File: config.mk
export PLATFORM = sky130hd
export DESIGN_NAME = hole_fit_allocator_top_flat
export DESIGN_NICKNAME = d
export VERILOG_FILES = /design/src/design/hfa_pkg.sv /design/src/design/hfa_in_if.sv /design/src/design/hfa_out_if.sv /design/src/design/hfa_ram.sv /design/src/design/hfa_pick.sv /design/src/design/hole_fit_allocator_top.sv /design/src/flat_wrapper.sv
export SDC_FILE = /design/constraint.sdc
export NUM_CORES = 1
export LEC_CHECK = 0
export ABC_AREA = 0
export BUFFER_PORTS_ARGS = -buffer_cell sky130_fd_sc_hd__buf_2
export CAP_MARGIN = 10
export CORE_MARGIN = 4
export CORE_UTILIZATION = 55
export CTS_BUF_LIST = sky130_fd_sc_hd__clkbuf_16
export DETAILED_ROUTE_END_ITERATION = 10
export PLACE_DENSITY = 0.72
export SYNTH_ARGS = -nofsm -noshare
export SYNTH_HDL_FRONTEND = slang
export SYNTH_SLANG_ARGS = --single-unit
File: constraint.sdc
create_clock -name clk -period 10.8 [get_ports clk]
set_input_delay 0.54 -clock clk [delete_from_list [all_inputs] [get_ports clk]]
set_output_delay 0.54 -clock clk [all_outputs]
set_load 0.01 [all_outputs]
File: src/design/hfa_pkg.sv
package hfa_pkg;

    // payload widths of the stream fields
    localparam int OPCODE_W     = 2;
    localparam int LOAD_IDX_W   = 4;
    localparam int SIZE_VALUE_W = 16;

    // configuration port
    localparam int FIT_MODE_W   = 2;
    localparam int HOLE_COUNT_W = 5;
    localparam int CFG_INDEX_W  = 1;
    localparam int CFG_DATA_W   = 5;

    typedef logic [OPCODE_W-1:0]    opcode_t;
    typedef logic [FIT_MODE_W-1:0]  fit_mode_t;
    typedef logic [CFG_INDEX_W-1:0] cfg_index_t;

    // item opcodes
    localparam opcode_t OP_LOAD    = 2'd0;
    localparam opcode_t OP_ALLOC   = 2'd1;
    localparam opcode_t OP_RESTORE = 2'd2;

    // placement policies, unused code behaves as first fit
    localparam fit_mode_t FIT_FIRST = 2'd0;
    localparam fit_mode_t FIT_BEST  = 2'd1;
    localparam fit_mode_t FIT_WORST = 2'd2;

    // register indexes
    localparam cfg_index_t REG_FIT_MODE   = 1'b0;
    localparam cfg_index_t REG_HOLE_COUNT = 1'b1;

    // controls from the sequencer to the pick tracker
    typedef struct packed {
        logic      clear;
        logic      upd;
        fit_mode_t mode;
    } pick_ctrl_t;

endpackage

File: src/design/hfa_in_if.sv
interface hfa_in_if;
    import hfa_pkg::*;

    logic                    valid;
    logic                    ready;
    logic [OPCODE_W-1:0]     opcode;
    logic [LOAD_IDX_W-1:0]   load_index;
    logic [SIZE_VALUE_W-1:0] size_value;

    modport source (output valid, opcode, load_index, size_value, input ready);
    modport sink   (input valid, opcode, load_index, size_value, output ready);
endinterface

File: src/design/hfa_out_if.sv
interface hfa_out_if;
    import hfa_pkg::*;

    logic                    valid;
    logic                    ready;
    logic                    granted;
    logic [LOAD_IDX_W-1:0]   chosen_index;
    logic [SIZE_VALUE_W-1:0] hole_size_before;

    modport source (output valid, granted, chosen_index, hole_size_before, input ready);
    modport sink   (input valid, granted, chosen_index, hole_size_before, output ready);
endinterface

File: src/design/hfa_ram.sv
module hfa_ram #(
    parameter int DEPTH = 16,
    parameter int WIDTH = 16,
    localparam int AW = (DEPTH > 1) ? $clog2(DEPTH) : 1
) (
    input  logic             clk,
    input  logic             we,
    input  logic [AW-1:0]    waddr,
    input  logic [WIDTH-1:0] wdata,
    input  logic [AW-1:0]    raddr,
    output logic [WIDTH-1:0] rdata
);

    logic [WIDTH-1:0] mem [DEPTH];
    logic [WIDTH-1:0] rdata_reg;

    always_ff @(posedge clk)
    begin
        if (we)
        begin
            mem[waddr] <= wdata;
        end
    end

    always_ff @(posedge clk)
    begin
        rdata_reg <= mem[raddr];
    end

    assign rdata = rdata_reg;

endmodule

File: src/design/hfa_pick.sv
module hfa_pick #(
    parameter int IDX_W     = 4,
    parameter int SIZE_BITS = 16
) (
    input  logic                      clk,
    input  logic                      rst_n,
    input  hfa_pkg::pick_ctrl_t       ctrl,
    input  logic [SIZE_BITS-1:0]      req,
    input  logic [IDX_W-1:0]          idx,
    input  logic [SIZE_BITS-1:0]      data,
    output logic                      found,
    output logic [IDX_W-1:0]          pick_idx,
    output logic [SIZE_BITS-1:0]      pick_size
);
    import hfa_pkg::*;

    logic                 have_reg;
    logic                 have_next;
    logic [IDX_W-1:0]     best_idx_reg;
    logic [IDX_W-1:0]     best_idx_next;
    logic [SIZE_BITS-1:0] best_reg;
    logic [SIZE_BITS-1:0] best_next;
    logic                 fits;
    logic                 take;

    assign fits = (data >= req);

    always_comb
    begin
        case (ctrl.mode)
            FIT_BEST:  take = fits && (!have_reg || (data < best_reg));
            FIT_WORST: take = !have_reg || (data > best_reg);
            default:   take = fits && !have_reg;
        endcase
    end

    always_comb
    begin
        have_next     = have_reg;
        best_next     = best_reg;
        best_idx_next = best_idx_reg;
        if (ctrl.clear)
        begin
            have_next = 1'b0;
        end
        else if (ctrl.upd && take)
        begin
            have_next     = 1'b1;
            best_next     = data;
            best_idx_next = idx;
        end
    end

    always_ff @(posedge clk or negedge rst_n)
    begin
        if (!rst_n)
        begin
            have_reg <= 1'b0;
        end
        else
        begin
            have_reg <= have_next;
        end
    end

    always_ff @(posedge clk)
    begin
        best_reg     <= best_next;
        best_idx_reg <= best_idx_next;
    end

    // worst fit keeps the largest hole and checks the request only at the end
    assign found     = (ctrl.mode == FIT_WORST) ? (have_reg && (best_reg >= req)) : have_reg;
    assign pick_idx  = best_idx_reg;
    assign pick_size = best_reg;

endmodule

File: src/design/hole_fit_allocator_top.sv
// hole_fit_allocator_top: first, best or worst fit placement over a table of free holes
// allocate: scan, drain, then finish, which waits for a free output slot; no new item until idle;
//   the scan reads n = min(hole_count, HOLES) entries one a cycle; hole_count 0 skips the scan
// load: written at the accept edge; restore: copies all HOLES entries back, one entry copied a cycle
// reset: clears sequencer, output slot, fit_mode to first fit and hole_count to 16;
//   both memories stay unwritten and need loading before use
module hole_fit_allocator_top #(
    parameter int HOLES     = 16,
    parameter int SIZE_BITS = 16
) (
    input  logic                         clk,
    input  logic                         rst_n,
    input  logic                         cfg_we,
    input  logic [hfa_pkg::CFG_INDEX_W-1:0] cfg_index,
    input  logic [hfa_pkg::CFG_DATA_W-1:0]  cfg_wdata,
    hfa_in_if.sink                       in_ch,
    hfa_out_if.source                    out_ch
);
    import hfa_pkg::*;

    localparam int IDX_W = (HOLES > 1) ? $clog2(HOLES) : 1;
    localparam int CNT_W = $clog2(HOLES + 1);

    // sequencer states
    localparam logic [2:0] ST_IDLE   = 3'd0;
    localparam logic [2:0] ST_SCAN   = 3'd1;  // issuing hole reads
    localparam logic [2:0] ST_DRAIN  = 3'd2;  // last read data returns
    localparam logic [2:0] ST_FINISH = 3'd3;  // write back and hand off result
    localparam logic [2:0] ST_COPY   = 3'd4;  // restore: read saved, write hole
    localparam logic [2:0] ST_CDRAIN = 3'd5;  // restore: last write

    logic [2:0]               state_reg;
    logic [2:0]               state_next;
    logic [IDX_W-1:0]         cnt_reg;
    logic [IDX_W-1:0]         cnt_next;
    logic                     pend_reg;
    logic [IDX_W-1:0]         pend_idx_reg;
    logic [SIZE_BITS-1:0]     req_reg;
    logic [SIZE_BITS-1:0]     req_next;

    logic [FIT_MODE_W-1:0]    fit_mode_reg;
    logic [HOLE_COUNT_W-1:0]  hole_count_reg;

    logic                     out_valid_reg;
    logic                     granted_reg;
    logic [LOAD_IDX_W-1:0]    chosen_index_reg;
    logic [SIZE_VALUE_W-1:0]  size_before_reg;

    logic                     in_beat;
    logic                     load_ok;
    logic [CNT_W-1:0]         n_use;
    logic [CNT_W-1:0]         last_idx;
    logic                     scan_last;
    logic                     copy_last;
    logic                     slot_free;
    logic                     finish_go;

    // hole memory ports
    logic                     hole_we;
    logic [IDX_W-1:0]         hole_waddr;
    logic [SIZE_BITS-1:0]     hole_wdata;
    logic [SIZE_BITS-1:0]     hole_rdata;

    // saved copy ports
    logic                     saved_we;
    logic [SIZE_BITS-1:0]     saved_rdata;

    // pick tracker
    pick_ctrl_t               pick_ctrl;
    logic                     pick_found;
    logic [IDX_W-1:0]         pick_idx;
    logic [SIZE_BITS-1:0]     pick_size;

    assign in_ch.ready = (state_reg == ST_IDLE);
    assign in_beat     = in_ch.valid && in_ch.ready;
    assign load_ok     = (int'(in_ch.load_index) < HOLES);

    // entries in use, saturated at the table depth
    assign n_use     = (int'(hole_count_reg) > HOLES) ? CNT_W'(HOLES) : CNT_W'(hole_count_reg);
    assign last_idx  = n_use - CNT_W'(1);
    assign scan_last = (CNT_W'(cnt_reg) == last_idx);
    assign copy_last = (cnt_reg == IDX_W'(HOLES - 1));

    // the output slot takes a new result once the previous beat has left
    assign slot_free = !out_valid_reg || out_ch.ready;
    assign finish_go = (state_reg == ST_FINISH) && slot_free;

    // configuration registers; the user must write them only while idle, the block does not enforce it
    always_ff @(posedge clk or negedge rst_n)
    begin
        if (!rst_n)
        begin
            fit_mode_reg   <= FIT_FIRST;
            hole_count_reg <= HOLE_COUNT_W'(16);
        end
        else if (cfg_we)
        begin
            unique case (cfg_index)
                REG_FIT_MODE:   fit_mode_reg   <= cfg_wdata[FIT_MODE_W-1:0];
                REG_HOLE_COUNT: hole_count_reg <= cfg_wdata[HOLE_COUNT_W-1:0];
                default:        ;
            endcase
        end
    end

    // sequencer
    always_comb
    begin
        state_next = state_reg;
        cnt_next   = cnt_reg;
        req_next   = req_reg;
        unique case (state_reg)
            ST_IDLE:
            begin
                if (in_beat)
                begin
                    cnt_next = '0;
                    if (in_ch.opcode == OP_ALLOC)
                    begin
                        req_next   = SIZE_BITS'(in_ch.size_value);
                        // no holes in use: nothing to scan, the request waits
                        state_next = (n_use == '0) ? ST_FINISH : ST_SCAN;
                    end
                    else if (in_ch.opcode == OP_RESTORE)
                    begin
                        state_next = ST_COPY;
                    end
                end
            end
            ST_SCAN:
            begin
                if (scan_last)
                begin
                    state_next = ST_DRAIN;
                end
                else
                begin
                    cnt_next = cnt_reg + IDX_W'(1);
                end
            end
            ST_DRAIN:
            begin
                state_next = ST_FINISH;
            end
            ST_FINISH:
            begin
                if (slot_free)
                begin
                    state_next = ST_IDLE;
                end
            end
            ST_COPY:
            begin
                if (copy_last)
                begin
                    state_next = ST_CDRAIN;
                end
                else
                begin
                    cnt_next = cnt_reg + IDX_W'(1);
                end
            end
            ST_CDRAIN:
            begin
                state_next = ST_IDLE;
            end
            default:
            begin
                state_next = ST_IDLE;
            end
        endcase
    end

    always_ff @(posedge clk or negedge rst_n)
    begin
        if (!rst_n)
        begin
            state_reg <= ST_IDLE;
            pend_reg  <= 1'b0;
        end
        else
        begin
            state_reg <= state_next;
            // a read issued this cycle returns data next cycle
            pend_reg  <= (state_reg == ST_SCAN) || (state_reg == ST_COPY);
        end
    end

    always_ff @(posedge clk)
    begin
        cnt_reg      <= cnt_next;
        req_reg      <= req_next;
        pend_idx_reg <= cnt_reg;
    end

    // hole memory write port: load at accept, restore copy, or allocate write back;
    // the states keep these apart, and every write lands before the next scan reads
    always_comb
    begin
        hole_we    = 1'b0;
        hole_waddr = pend_idx_reg;
        hole_wdata = saved_rdata;
        if (state_reg == ST_IDLE)
        begin
            hole_we    = in_beat && (in_ch.opcode == OP_LOAD) && load_ok;
            hole_waddr = IDX_W'(in_ch.load_index);
            hole_wdata = SIZE_BITS'(in_ch.size_value);
        end
        else if ((state_reg == ST_COPY) || (state_reg == ST_CDRAIN))
        begin
            hole_we = pend_reg;
        end
        else if (state_reg == ST_FINISH)
        begin
            hole_we    = finish_go && pick_found;
            hole_waddr = pick_idx;
            hole_wdata = pick_size - req_reg;
        end
    end

    assign saved_we = (state_reg == ST_IDLE) && hole_we;

    hfa_ram #(
        .DEPTH (HOLES),
        .WIDTH (SIZE_BITS)
    ) u_hole_ram (
        .clk   (clk),
        .we    (hole_we),
        .waddr (hole_waddr),
        .wdata (hole_wdata),
        .raddr (cnt_reg),
        .rdata (hole_rdata)
    );

    hfa_ram #(
        .DEPTH (HOLES),
        .WIDTH (SIZE_BITS)
    ) u_saved_ram (
        .clk   (clk),
        .we    (saved_we),
        .waddr (hole_waddr),
        .wdata (hole_wdata),
        .raddr (cnt_reg),
        .rdata (saved_rdata)
    );

    // the tracker sees each scanned entry as its read data returns
    assign pick_ctrl.clear = in_beat && (in_ch.opcode == OP_ALLOC);
    assign pick_ctrl.upd   = pend_reg && ((state_reg == ST_SCAN) || (state_reg == ST_DRAIN));
    assign pick_ctrl.mode  = fit_mode_reg;

    hfa_pick #(
        .IDX_W     (IDX_W),
        .SIZE_BITS (SIZE_BITS)
    ) u_pick (
        .clk       (clk),
        .rst_n     (rst_n),
        .ctrl      (pick_ctrl),
        .req       (req_reg),
        .idx       (pend_idx_reg),
        .data      (hole_rdata),
        .found     (pick_found),
        .pick_idx  (pick_idx),
        .pick_size (pick_size)
    );

    // output slot
    always_ff @(posedge clk or negedge rst_n)
    begin
        if (!rst_n)
        begin
            out_valid_reg <= 1'b0;
        end
        else if (finish_go)
        begin
            out_valid_reg <= 1'b1;
        end
        else if (out_ch.ready)
        begin
            out_valid_reg <= 1'b0;
        end
    end

    always_ff @(posedge clk)
    begin
        if (finish_go)
        begin
            granted_reg      <= pick_found;
            chosen_index_reg <= pick_found ? LOAD_IDX_W'(pick_idx) : '0;
            size_before_reg  <= pick_found ? SIZE_VALUE_W'(pick_size) : '0;
        end
    end

    assign out_ch.valid            = out_valid_reg;
    assign out_ch.granted          = granted_reg;
    assign out_ch.chosen_index     = chosen_index_reg;
    assign out_ch.hole_size_before = size_before_reg;

    // the decision is taken only after the last scanned entry has arrived
    a_finish_drained: assert property (@(posedge clk) disable iff (!rst_n)
        (state_reg == ST_FINISH) |-> !pend_reg)
        else $error("allocation decided with a read still in flight");

    // no hole write may disturb a scan in progress
    a_no_write_in_scan: assert property (@(posedge clk) disable iff (!rst_n)
        ((state_reg == ST_SCAN) || (state_reg == ST_DRAIN)) |-> !hole_we)
        else $error("hole memory written during a scan");

    // a waiting request reports zero index and size
    a_wait_zero: assert property (@(posedge clk) disable iff (!rst_n)
        (out_ch.valid && !out_ch.granted) |->
            ((out_ch.chosen_index == '0) && (out_ch.hole_size_before == '0)))
        else $error("waiting result carries a nonzero index or size");

    // an allocate beat starts a scan, or goes straight to the decision with no holes
    a_alloc_start: assert property (@(posedge clk) disable iff (!rst_n)
        (in_beat && (in_ch.opcode == OP_ALLOC)) |=>
            ((state_reg == ST_SCAN) || (state_reg == ST_FINISH)))
        else $error("allocate beat did not start a scan");

    // a result never overwrites one that has not left
    a_no_overwrite: assert property (@(posedge clk) disable iff (!rst_n)
        (out_valid_reg && !out_ch.ready) |=> ($stable(granted_reg) && $stable(size_before_reg)))
        else $error("pending result overwritten");

endmodule
File: src/flat_wrapper.sv
// flat-port wrapper written by rule: the top's interface ports become plain ports
module hole_fit_allocator_top_flat import hfa_pkg::*;
#(
    parameter int HOLES     = 16,
    parameter int SIZE_BITS = 16
)
  (clk, rst_n, cfg_we, cfg_index, cfg_wdata, in_ch_valid, in_ch_opcode, in_ch_load_index, in_ch_size_value, in_ch_ready, out_ch_valid, out_ch_granted, out_ch_chosen_index, out_ch_hole_size_before, out_ch_ready);
  hfa_in_if in_ch_i ();
  hfa_out_if out_ch_i ();
  input  logic clk;
  input  logic rst_n;
  input  logic cfg_we;
  input  logic [hfa_pkg::CFG_INDEX_W-1:0] cfg_index;
  input  logic [hfa_pkg::CFG_DATA_W-1:0] cfg_wdata;
  input wire logic [$bits(in_ch_i.valid)-1:0] in_ch_valid;
  input wire logic [$bits(in_ch_i.opcode)-1:0] in_ch_opcode;
  input wire logic [$bits(in_ch_i.load_index)-1:0] in_ch_load_index;
  input wire logic [$bits(in_ch_i.size_value)-1:0] in_ch_size_value;
  output wire logic [$bits(in_ch_i.ready)-1:0] in_ch_ready;
  output wire logic [$bits(out_ch_i.valid)-1:0] out_ch_valid;
  output wire logic [$bits(out_ch_i.granted)-1:0] out_ch_granted;
  output wire logic [$bits(out_ch_i.chosen_index)-1:0] out_ch_chosen_index;
  output wire logic [$bits(out_ch_i.hole_size_before)-1:0] out_ch_hole_size_before;
  input wire logic [$bits(out_ch_i.ready)-1:0] out_ch_ready;
  assign in_ch_i.valid = in_ch_valid;
  assign in_ch_i.opcode = in_ch_opcode;
  assign in_ch_i.load_index = in_ch_load_index;
  assign in_ch_i.size_value = in_ch_size_value;
  assign in_ch_ready = in_ch_i.ready;
  assign out_ch_valid = out_ch_i.valid;
  assign out_ch_granted = out_ch_i.granted;
  assign out_ch_chosen_index = out_ch_i.chosen_index;
  assign out_ch_hole_size_before = out_ch_i.hole_size_before;
  assign out_ch_i.ready = out_ch_ready;
  hole_fit_allocator_top #(.HOLES(HOLES), .SIZE_BITS(SIZE_BITS)) u_core (.clk(clk), .rst_n(rst_n), .cfg_we(cfg_we), .cfg_index(cfg_index), .cfg_wdata(cfg_wdata), .in_ch(in_ch_i), .out_ch(out_ch_i));
endmodule
==> metrics.cfg, run 1 <==
[global_routing]
grt_pass1_wl_um=83400
grt_pass1_vias=12637
grtUsageTotal_pct=23.0
grt_overflow=0
grt_max_degree=126
antenna_found_initial=2

[clock_tree]
post_cts.repair.setup_buffers=0
cts_root_buf=clkbuf_16
ctsLongestPathBuffers=3
cts_buffers=58
cts_sinks=622
cts_max_level=2
clk_latency_ps=610
tritoncts=yes
clk_pin_slew_ps=60

[die]
die_y_um=221
core_area_mm2=0.0445
rows=77
start_util_pct=56.1
pin_count=56
die-area_mm2=0.0489
die_x_um=221

[finish]
drive_gt1_share_pct=28.5
area_delta_synth_final_pct=12.3
fin_nets=1451
top_regs=u_core.u_hole_ram.mem (256), u_core.u_saved_ram.mem (256)
fin_util_pct=63.0
antenna_cells=0

[pwr]
vdd_drop_max_uv=337
pwr_density_cell_mw_per_mm2=297
leakage_nw=9.31

[detailed_routing]
num_vias=12634
dr.max_layer_used=met5
drt-total-wl_um=56200
wl_per_cell_um=28.0
wl_met2_um=26400
route.met3.wl_um=5410
drtPass1Iterations=5
drc=0
drt-met1-wl_um=22600
viasPerCell=6.30
ant_nets=0
drt_iter0_drc=1591

[status]
run_status=completed

[synth]
synth_compound_area_share_pct=3.17
synthArstFlopShare_pct=2.09
syn_inst=1270
synth-main-ff-cell=edfxtp_1
synth_xor_area_share_pct=0.667
synth.mux.area_fraction_pct=14.9
synth_edf_count=573
ys_seq_area_share_pct=73.1
synth_seq_cells=622
yosysWarnings=0
syn_avg_cell_area_um2=19.7
synth_top_family_by_area=multiplexers
yosysUniqueCellTypes=55
syn-cell-area_mm2=0.0250
syn_nets=1356
synthSimpleGateAreaFrac_pct=3.60
yosys.area_share.adder_pct=2.69

[critical_path]
r2r_slack_ps=6630
crit_path_max_fanout=28
cp.arrival_ps=4390
crit-reg2reg-launch=u_core.state_reg[1]$_DFFE_PN0P_
worst_setup_path_end_kind=flip-flop
cpPeakStageDelay_ps=950
cp_slowest_cell=nor2_2
cp-start-kind=flip-flop
required_ps=11020
r2r_cells=6
path_cells=nor2_1 -> nand2_2 -> clkinv_1 -> o21ai_0 -> nand2_1 -> nor2_2
rr_endpoint=u_core.u_saved_ram.mem[5][3]$_DFFE_PP_
critPathKind=reg2reg

[worst_hold_path]
holdPathEnd=u_core.req_reg[3]$_DFFE_PP_
worstHoldPathType=in2reg
hp-start=in_ch_size_value[3]
hold_depth=1

[timing]
period_share_pct=38.6
hold_viol_final=0
fin_ws_ps=6630
tns_ps=0
period_needed_ps=4170
grt_setup_unrepaired=false
worstMarginPinSlew_ps=1210
finalSetupViolations=0
fin_worst_skew_ps=22.4
slew_violations=0
slew_headroom_pct=18.9
clock.fmax_ghz=0.240

[placed_design]
numPortBuffers=55
place_congestion=0.912
pre_cts_ws_ps=6800
dp_hpwl_um=35300

[run]
cap_violations=0

==> per-stage QoR <==
step / cell area, um^2 / hold WS (ps) / total power, mW / instances
after floorplan: 25000 / 244 / 5.28 / 1270
after global routing: 28000 / 137 / 8.67 / 2005
after global placement: 26200 / 418 / 6.36 / 1896
after detailed placement: 26200 / 420 / 6.43 / 1896
final: 28000 / 160 / 8.32 / 2005
after CTS: 28000 / 126 / 8.36 / 2005
==> worst max-delay path by stage <==
stage	start	endpoint	depth (start not counted)
2_1_floorplan	u_core.u_pick.pick_size[0]$_DFFE_PP_	u_core.u_hole_ram.mem[0][0]$_DFFE_PP_	10
5_1_grt	u_core.state_reg[1]$_DFFE_PN0P_	u_core.u_saved_ram.mem[1][15]$_DFFE_PP_	6
6_report	u_core.state_reg[1]$_DFFE_PN0P_	u_core.u_saved_ram.mem[5][3]$_DFFE_PP_	6
3_3_place_gp	u_core.u_pick.pick_size[0]$_DFFE_PP_	u_core.u_hole_ram.mem[12][0]$_DFFE_PP_	11
4_1_cts	u_core.state_reg[1]$_DFFE_PN0P_	u_core.u_saved_ram.mem[13][8]$_DFFE_PP_	6
3_5_place_dp	u_core.state_reg[1]$_DFFE_PN0P_	u_core.u_saved_ram.mem[13][9]$_DFFE_PP_	6
==> routing by layer <==
metal | vias to the layer above | GRT usage, %
met1 | 6527 | 33.7
li1 | 5353 | -
met3 | 99 | 5.38
met5 | - | 0
met4 | 2 | 7.61
met2 | 653 | 34.9
==> synth_stat cells, types with 3 or more instances <==
cell type / n / share of area, %
a31oi_1: 8 / 0.20
mux2i_1: 4 / 0.16
dfrtp_1: 12 / 1.2
nand3_1: 8 / 0.16
xor2_1: 9 / 0.32
dfxtp_1: 36 / 2.9
nand2b_1: 10 / 0.25
and2_1: 3 / 0.075
o21a_1: 5 / 0.15
or2_2: 4 / 0.10
buf_6: 9 / 0.41
and3_1: 24 / 0.60
or3_1: 3 / 0.075
inv_1: 43 / 0.65
a22oi_1: 6 / 0.18
clkbuf_1: 16 / 0.24
o21ai_0: 36 / 0.72
a21o_1: 6 / 0.18
xnor2_1: 10 / 0.35
nor3_1: 24 / 0.48
nor4_1: 4 / 0.10
o22ai_1: 5 / 0.13
edfxtp_1: 573 / 69
mux2_2: 7 / 0.32
a21oi_1: 37 / 0.74
nand2_1: 41 / 0.62
buf_2: 16 / 0.32
nand4_1: 7 / 0.18
a211oi_1: 6 / 0.18
mux4_2: 160 / 14
nor2b_1: 8 / 0.20
ha_1: 52 / 2.6
buf_1: 11 / 0.17
nor2_1: 43 / 0.65
==> what timing repair did <==
| action | CTS | global route |
|---|---|---|
| hold endpoints to repair | 12 | 0 |
| hold buffers | 1 | 0 |
| resized for setup | 0 | 0 |
==> layout by cell type, fill, tap and decap left out, types with 5 or more instances in the layout <==
| cell | synthesis | final |
|---|---|---|
| edfxtp_1 | 573 | 573 |
| mux4_2 | 160 | 160 |
| clkbuf_16 | 0 | 61 |
| buf_2 | 16 | 55 |
| inv_1 | 43 | 52 |
| ha_1 | 52 | 52 |
| nand2_1 | 41 | 41 |
| dfxtp_1 | 36 | 36 |
| a21oi_1 | 37 | 32 |
| buf_4 | 1 | 31 |
| nor2_1 | 43 | 28 |
| o21ai_0 | 36 | 26 |
| and3_1 | 24 | 24 |
| nor3_2 | 1 | 16 |
| nor2_2 | 1 | 16 |
| clkinv_2 | 0 | 16 |
| clkinv_1 | 1 | 12 |
| dfrtp_1 | 12 | 12 |
| nand2b_1 | 10 | 10 |
| xnor2_1 | 10 | 10 |
| nor3_1 | 24 | 9 |
| xor2_1 | 9 | 9 |
| nand3_1 | 8 | 8 |
| nor2b_1 | 8 | 8 |
| a31oi_1 | 8 | 7 |
| nand4_1 | 7 | 7 |
| o21ai_4 | 0 | 7 |
| mux2_2 | 7 | 7 |
| a21o_1 | 6 | 6 |
| a22oi_1 | 6 | 6 |
| o21a_1 | 5 | 5 |
| o22ai_1 | 5 | 5 |
| a211oi_1 | 6 | 5 |
| clkinvlp_4 | 0 | 5 |
==> layout make-up <==
cell class,count,area [um^2]
Tap cell,592,741
Inverter,44,165
Timing Repair Buffer,88,538
Multi-Input combinational cell,551,6510
Clock inverter,47,295
Fill cell,3019,16500
Clock buffer,61,1530
Sequential cell,622,18300
==> logic make-up after synthesis <==
family / count (synthesis)
compound gates: 125
xor+xnor: 19
fa+ha+maj: 53
buf+inv: 97
flops: 622
mux: 171
simple gates: 183
==> power breakdown <==
group / internal, mW / total, mW / switching [mW]
combinational: 0.949 / 2.79 / 1.84
sequential: 3.45 / 3.60 / 0.143
clock: 1.07 / 1.93 / 0.862
total: 5.47 / 8.32 / 2.84
==> worst max-delay path: cells and delay by family (launching register included) <==
family                 cells  cell delay, ps
AOI/OAI and AO/OA          1             490
buffers and inverters      1             740
DFF                        1             660
and+or+nand+nor            4            1890
Power figures use the tool's default switching activity.
==> inputs of run 2 (changes only) <==
- ABC_AREA: 0 -> 1
- PLACE_DENSITY: 0.72 -> 0.75
- clock period: 10.8 -> 3.5 ns (I/O delays scaled with it)
==> run 2 against run 1 <==
Effect of this change:
- first-iteration DRC count up 44%
- synthesized area up 2.7%
- routed wire length up 15%
- global-route usage up 2.4 points
- synthesized cell count up 57%
- maximum frequency up 36%
- clock skew down 1.4 ps
- total power rose to 3.3 times the previous value
- combinational power rose to 3.5 times the previous value
- cell count up 38%
- sequential power rose to 3.1 times the previous value
- largest cell class unchanged
- largest power group unchanged
==> metrics.cfg, run 2 <==
[status]
run_status=completed

[clock_tree]
post_cts_resized=0  ; unchanged
clk_pin_slew_ps=60  ; about the same
cts_max_level=2  ; unchanged
post_cts.repair.setup_buffers=0  ; unchanged
cts_sinks=622  ; unchanged
ctsLongestPathBuffers=3  ; unchanged
cts_buffers=61  ; +5.2%
clk_latency_ps=620  ; about the same
tritoncts=yes
hold_buffers=32  ; +31
cts_root_buf=clkbuf_16

[pwr]
leakage_nw=10.5  ; +13%
pwr_density_cell_mw_per_mm2=941  ; +220%
vdd_drop_max_uv=728  ; +120%

[detailed_routing]
drt-total-wl_um=64600  ; +15%
drt_iter0_drc=2290  ; +44%
viasPerCell=6.10  ; -3.2%
drc=0  ; unchanged
wl_per_cell_um=23.3  ; -17%
ant_nets=0  ; unchanged
num_vias=16941  ; +34%
drtPass1Iterations=6  ; +1

[critical_path]
crit-reg2reg-launch=u_core.u_pick.pick_size[0]$_DFFE_PP_
startpoint=u_core.u_pick.pick_size[0]$_DFFE_PP_
r2r_slack_ps=440  ; -6190 ps
required_ps=3810  ; -7210 ps
cp-endpoint=u_core.u_hole_ram.mem[5][10]$_DFFE_PP_
cp.arrival_ps=3370  ; -1020 ps
r2r_cells=15  ; +9
crit_path_max_fanout=16  ; -43%
rr_endpoint=u_core.u_hole_ram.mem[5][10]$_DFFE_PP_
worst_setup_path_end_kind=flip-flop
cp-start-kind=flip-flop
critPathKind=reg2reg

[timing]
slew_headroom_pct=38.0  ; +19 points
slew_violations=0  ; unchanged
hold_viol_final=0  ; unchanged
fin_ws_ps=439  ; -6190 ps
whs_ps=47.5  ; -113 ps
fin_worst_skew_ps=21.0  ; -1.38 ps
finalSetupViolations=0  ; unchanged
grt_setup_unrepaired=false
tns_ps=0  ; unchanged
period_needed_ps=3060  ; -1110 ps
period_share_pct=87.4  ; +49 points
clock.fmax_ghz=0.327  ; +36%
worstMarginPinSlew_ps=929  ; -282 ps

[die]
core_area_mm2=0.0458  ; +2.8%
die_x_um=224  ; +1.3%
start_util_pct=56.0  ; about the same
pin_count=56  ; unchanged
die-area_mm2=0.0501  ; +2.6%
rows=78  ; +1.3%
die_y_um=224  ; +1.3%

[placed_design]
dp_hpwl_um=40700  ; +15%
place_congestion=0.921  ; +1.0%
pre_cts_ws_ps=511  ; -6290 ps
numPortBuffers=55  ; unchanged

[synth]
syn-cell-area_mm2=0.0256  ; +2.7%
syn_inst=1997  ; +57%
synth_edf_count=573  ; unchanged
yosysMostFrequentCell=edfxtp_1
synth_top_area_share_pct=67.1  ; -1.8 points
syn_avg_cell_area_um2=12.8  ; -35%
synth_top_area_cell=edfxtp_1
synth_seq_cells=622  ; unchanged
ys_top_cells_by_area=edfxtp_1, nor2_1, o21ai_0, nand2_1, dfxtp_1
syn_nets=2083  ; +54%
ys_top_cells_by_count=edfxtp_1, nor2_1, nand2_1
yosysUniqueCellTypes=45  ; -18%
synthArstFlopShare_pct=2.09  ; unchanged
synth-main-ff-cell=edfxtp_1
ys_seq_area_share_pct=71.2  ; -2.0 points
yosysWarnings=0  ; unchanged

[global_routing]
grt_max_degree=80  ; -37%
grtUsageTotal_pct=25.4  ; +2.4 points
grt_pass1_vias=16274  ; +29%
antenna_found_initial=3  ; +1
grt_pass1_wl_um=97400  ; +17%
grt_overflow=0  ; unchanged

[finish]
final_common_cell=edfxtp_1
fin_nets=2208  ; +52%
top_regs=u_core.u_hole_ram.mem (256), u_core.u_saved_ram.mem (256)
final_cell_mix=edfxtp_1, nor2_1, nand2_1
area_delta_synth_final_pct=14.5
drive_gt1_share_pct=13.1  ; -15 points

[worst_hold_path]
worstHoldPathType=in2async

[run]
cap_violations=0  ; unchanged

run 2: critical path: stages, from the launching register on:
cell and delay [ps]:
edfxtp_1 360, inv_1 70, ha_1 220, fa_1 420
inv_1 80, nand3_1 60, nand2_1 170, nand2_1 80
nand3_1 80, nand3_1 70, nand3_1 90, nand3_1 70
nand2_1 80, nand2_2 330, a21oi_1 290, buf_4 270
run 2: power by group:
| part | total, mW | leakage, nW | internal, mW | switching (mW) |
|---|---|---|---|---|
| Sequential | 11.2 | 5.65 | 10.8 | 0.459 |
| Combinational | 9.90 | 3.82 | 2.63 | 7.27 |
| Clock | 6.53 | 1.01 | 3.78 | 2.75 |
| Total | 27.6 | 10.5 | 17.2 | 10.5 |
run 2: area by class of cell:
cell class,instances,area (um^2)
Clock buffer,63,1580
Timing Repair Buffer,170,1340
Antenna cell,1,2.50
Clock inverter,53,452
Inverter,97,374
Sequential cell,622,18300
Fill cell,3234,16400
Multi-Input combinational cell,1170,6620
Tap cell,600,751
run 2: kinds of logic (layout without fill, tap and decap cells):
kind of cell | after synthesis | count (layout) | synth area share [%]
other | 0 | 1 | 0
adder cells (fa/ha/maj) | 53 | 53 | 2.62
AO/OA/AOI/OAI | 375 | 375 | 9.58
XOR/XNOR | 15 | 15 | 0.512
AND/OR/NAND/NOR | 671 | 671 | 10.5
multiplexers | 56 | 56 | 2.20
flip-flops | 622 | 622 | 71.2
buffers and inverters | 205 | 383 | 3.40
run 2: how the worst min path moves through the flow:
stage	endpoint	from
CTS	u_core.hole_count_reg[4]$_DFFE_PN1P_	rst_n
detailed placement	u_core.out_ch.valid$_DFFE_PN0P_	rst_n
global placement	u_core.out_ch.valid$_DFFE_PN0P_	rst_n
finish	u_core.hole_count_reg[4]$_DFFE_PN1P_	rst_n
floorplan	u_core.fit_mode_reg[0]$_DFFE_PN0P_	rst_n
global route	u_core.hole_count_reg[4]$_DFFE_PN1P_	rst_n
run 2: per-layer routing:
layer  share of wire [%]  wire (um)  global-route usage, %  up-vias
met5                   0          0                      0        -
met4                 3.2       2080                   8.77        0
met3                 9.7       6250                   4.08      131
met2                  47      30100                   40.1      970
met1                  41      26200                   36.4     8251
li1                    -          -                      -     7589
run 2: stage by stage:
stage	util (%)	cell area, um^2	instances	power (mW)
floorplan	-	25600	1997	16.9
global placement	59.0	27000	2626	20.7
detailed placement	59.0	27000	2626	21.0
CTS	64.1	29300	2774	27.5
global route	64.2	29400	2775	28.8
finish	64.2	29400	2776	27.6
==> inputs of run 3 (changes only) <==
- ABC_AREA: 1 -> default
==> run 3 against run 2 <==
Effect of this change:
- maximum frequency fell by 6.1%
- critical endpoint is now u_core.u_hole_ram.mem[6][10]$_DFFE_PP_
- flip-flop and latch count stayed put
- clock skew grew 27 ps
- non-clock buffer count rose by 1
- total power down 6.9%
- die area fell by 2.6%
- routed wire length down 13%
- register-to-register slack got worse by 200 ps
- via count is 24% lower
==> metrics.cfg, run 3 (synthesized netlist as in run 1, its figures left out) <==
[die]
start_util_pct=56.1  ; about the same
rows=77  ; -1.3%
die-area_mm2=0.0489  ; -2.6%
die_y_um=221  ; -1.3%
die_x_um=221  ; -1.3%
pin_count=56  ; unchanged
core_area_mm2=0.0445  ; -2.8%

[global_routing]
grt_pass1_wl_um=85400  ; -12%
grt_max_degree=51  ; -36%
grtUsageTotal_pct=23.1  ; -2.3 points
antenna_found_initial=0  ; -3
grt_overflow=0  ; unchanged
grt_pass1_vias=13325  ; -18%

[timing]
clock.fmax_ghz=0.307  ; -6.1%
fin_worst_skew_ps=48.2  ; +27.3 ps
worstMarginPinSlew_ps=815  ; -114 ps
finalSetupViolations=0  ; unchanged
period_share_pct=93.2  ; +5.7 points
slew_headroom_pct=45.5  ; +7.5 points
whs_ps=74.2  ; +26.8 ps
slew_violations=0  ; unchanged
hold_viol_final=0  ; unchanged
period_needed_ps=3260  ; +200 ps

[placed_design]
place_congestion=0.902  ; -2.1%
dp_hpwl_um=35300  ; -13%
numPortBuffers=55  ; unchanged

[critical_path]
cp_slowest_cell=edfxtp_1
cp.arrival_ps=3560  ; +190 ps
required_ps=3800  ; about the same
critPathMostFrequentCell=buf_4
crit_path_max_fanout=16  ; unchanged
worst_setup_path_end_kind=flip-flop
critPathKind=reg2reg
cp-start-kind=flip-flop
path_cells=inv_1 -> ha_1 -> fa_1 -> and2b_1 -> o21ai_0 -> a311oi_1 -> nor3_1 -> o21ai_2 -> a31oi_4 -> buf_4 -> nor3_2 -> buf_4
cp_top_family=compound AO/OA/AOI/OAI gates
cpPeakStageDelay_ps=380  ; -40 ps
crit_buf_inv=3  ; unchanged

[pwr]
leakage_nw=9.84  ; -6.1%
pwr_density_cell_mw_per_mm2=890  ; -5.4%
vdd_drop_max_uv=666  ; -8.5%

[finish]
fin_nets=1536  ; -30%
fill_cells=2906  ; -10%
drive_gt1_share_pct=29.1  ; +16 points
register_area_mm2=0.0183  ; unchanged
area_delta_synth_final_pct=15.9
antenna_cells=0  ; -1
multi_input_area_mm2=0.00639  ; -3.5%
top_regs=u_core.u_hole_ram.mem (256), u_core.u_saved_ram.mem (256)
fin_util_pct=65.0  ; +0.82 points
final_common_cell=edfxtp_1
final_cell_mix=edfxtp_1, mux4_2, buf_4

[clock_tree]
clk_latency_ps=650  ; +30 ps
post_cts.repair.setup_buffers=0  ; unchanged
ctsLongestPathBuffers=3  ; unchanged
tritoncts=yes
cts_sinks=622  ; unchanged
cts_root_buf=clkbuf_16
clk_pin_slew_ps=60  ; about the same
cts_buffers=60  ; -1.6%
cts_max_level=2  ; unchanged

[detailed_routing]
num_vias=12956  ; -24%
drtPass1Iterations=5  ; -1
wl_per_cell_um=26.7  ; +15%
drc=0  ; unchanged
ant_nets=0  ; unchanged
viasPerCell=6.19  ; +1.5%
drt_iter0_drc=1440  ; -37%
drt-total-wl_um=55900  ; -13%

[status]
run_status=completed

[run]
cap_violations=0  ; unchanged

[worst_hold_path]
worstHoldPathType=in2reg

run 3: area by class of cell:
cell class,count,area share [%]
sequential,622,63.1
timing repair buffer,171,4.69
multi-input combinational,551,22.1
clock buffer,60,5.19
inverter,44,0.571
tap,592,2.56
clock inverter,52,1.77
run 3: worst register-to-register path, cell delays in order (launching register included):
cell      delay (ps)
edfxtp_1         380
inv_1             60
ha_1             220
fa_1             380
and2b_1          230
o21ai_0          170
a311oi_1         310
nor3_1           100
o21ai_2          210
a31oi_4          140
buf_4            250
nor3_2           230
buf_4            290
run 3: path summary, 6_finish.rpt:
path / from / to / slack (ps) / depth (start not counted)
max: u_core.u_pick.pick_size[0]$_DFFE_PP_ / u_core.u_hole_ram.mem[6][10]$_DFFE_PP_ / 240 / 12
min: cfg_we / u_core.hole_count_reg[3]$_DFFE_PN0P_ / 70 / 3
max reg2reg: u_core.u_pick.pick_size[0]$_DFFE_PP_ / u_core.u_hole_ram.mem[6][10]$_DFFE_PP_ / 240 / 12
min reg2reg: u_core.pend_idx_reg[1]$_DFF_P_ / u_core.u_pick.pick_idx[1]$_DFFE_PP_ / 430 / 0
max in group asynchronous: rst_n / u_core.fit_mode_reg[1]$_DFFE_PN0P_ / 1870 / 4
min in group asynchronous: rst_n / u_core.hole_count_reg[4]$_DFFE_PN1P_ / 610 / 3
run 3: metrics by stage:
step | power, mW | setup slack, ps | TNS, ps | std cells | area [um^2]
after floorplan | 16.3 | -200 | -36060 | 1270 | 25000
after global placement | 19.0 | 322 | 0 | 1953 | 26600
after detailed placement | 19.3 | 255 | 0 | 1953 | 26600
after CTS | 25.9 | 217 | 0 | 2092 | 28900
after global routing | 26.9 | -0.681 | -1.42 | 2092 | 28900
final | 25.7 | 240 | 0 | 2092 | 28900
run 3: report_power, final:
group | internal, mW | switching (mW)
logic | 3.18 | 4.85
registers | 10.6 | 0.555
clock network | 3.79 | 2.75
total | 17.6 | 8.16
run 3: layer usage:
metal | share of wire, % | vias up | track usage, %
met5 | 0 | - | 0
met4 | 2.9 | 0 | 7.09
met3 | 6.8 | 100 | 3.68
met2 | 50 | 575 | 38.1
met1 | 40 | 6747 | 32.5
li1 | - | 5534 | -
run 3: timing repair:
action                     4_1_cts  5_1_grt
hold endpoints to repair        37        0
gates resized for setup          0        5
setup endpoints to repair        0       36
hold buffers                    27        0
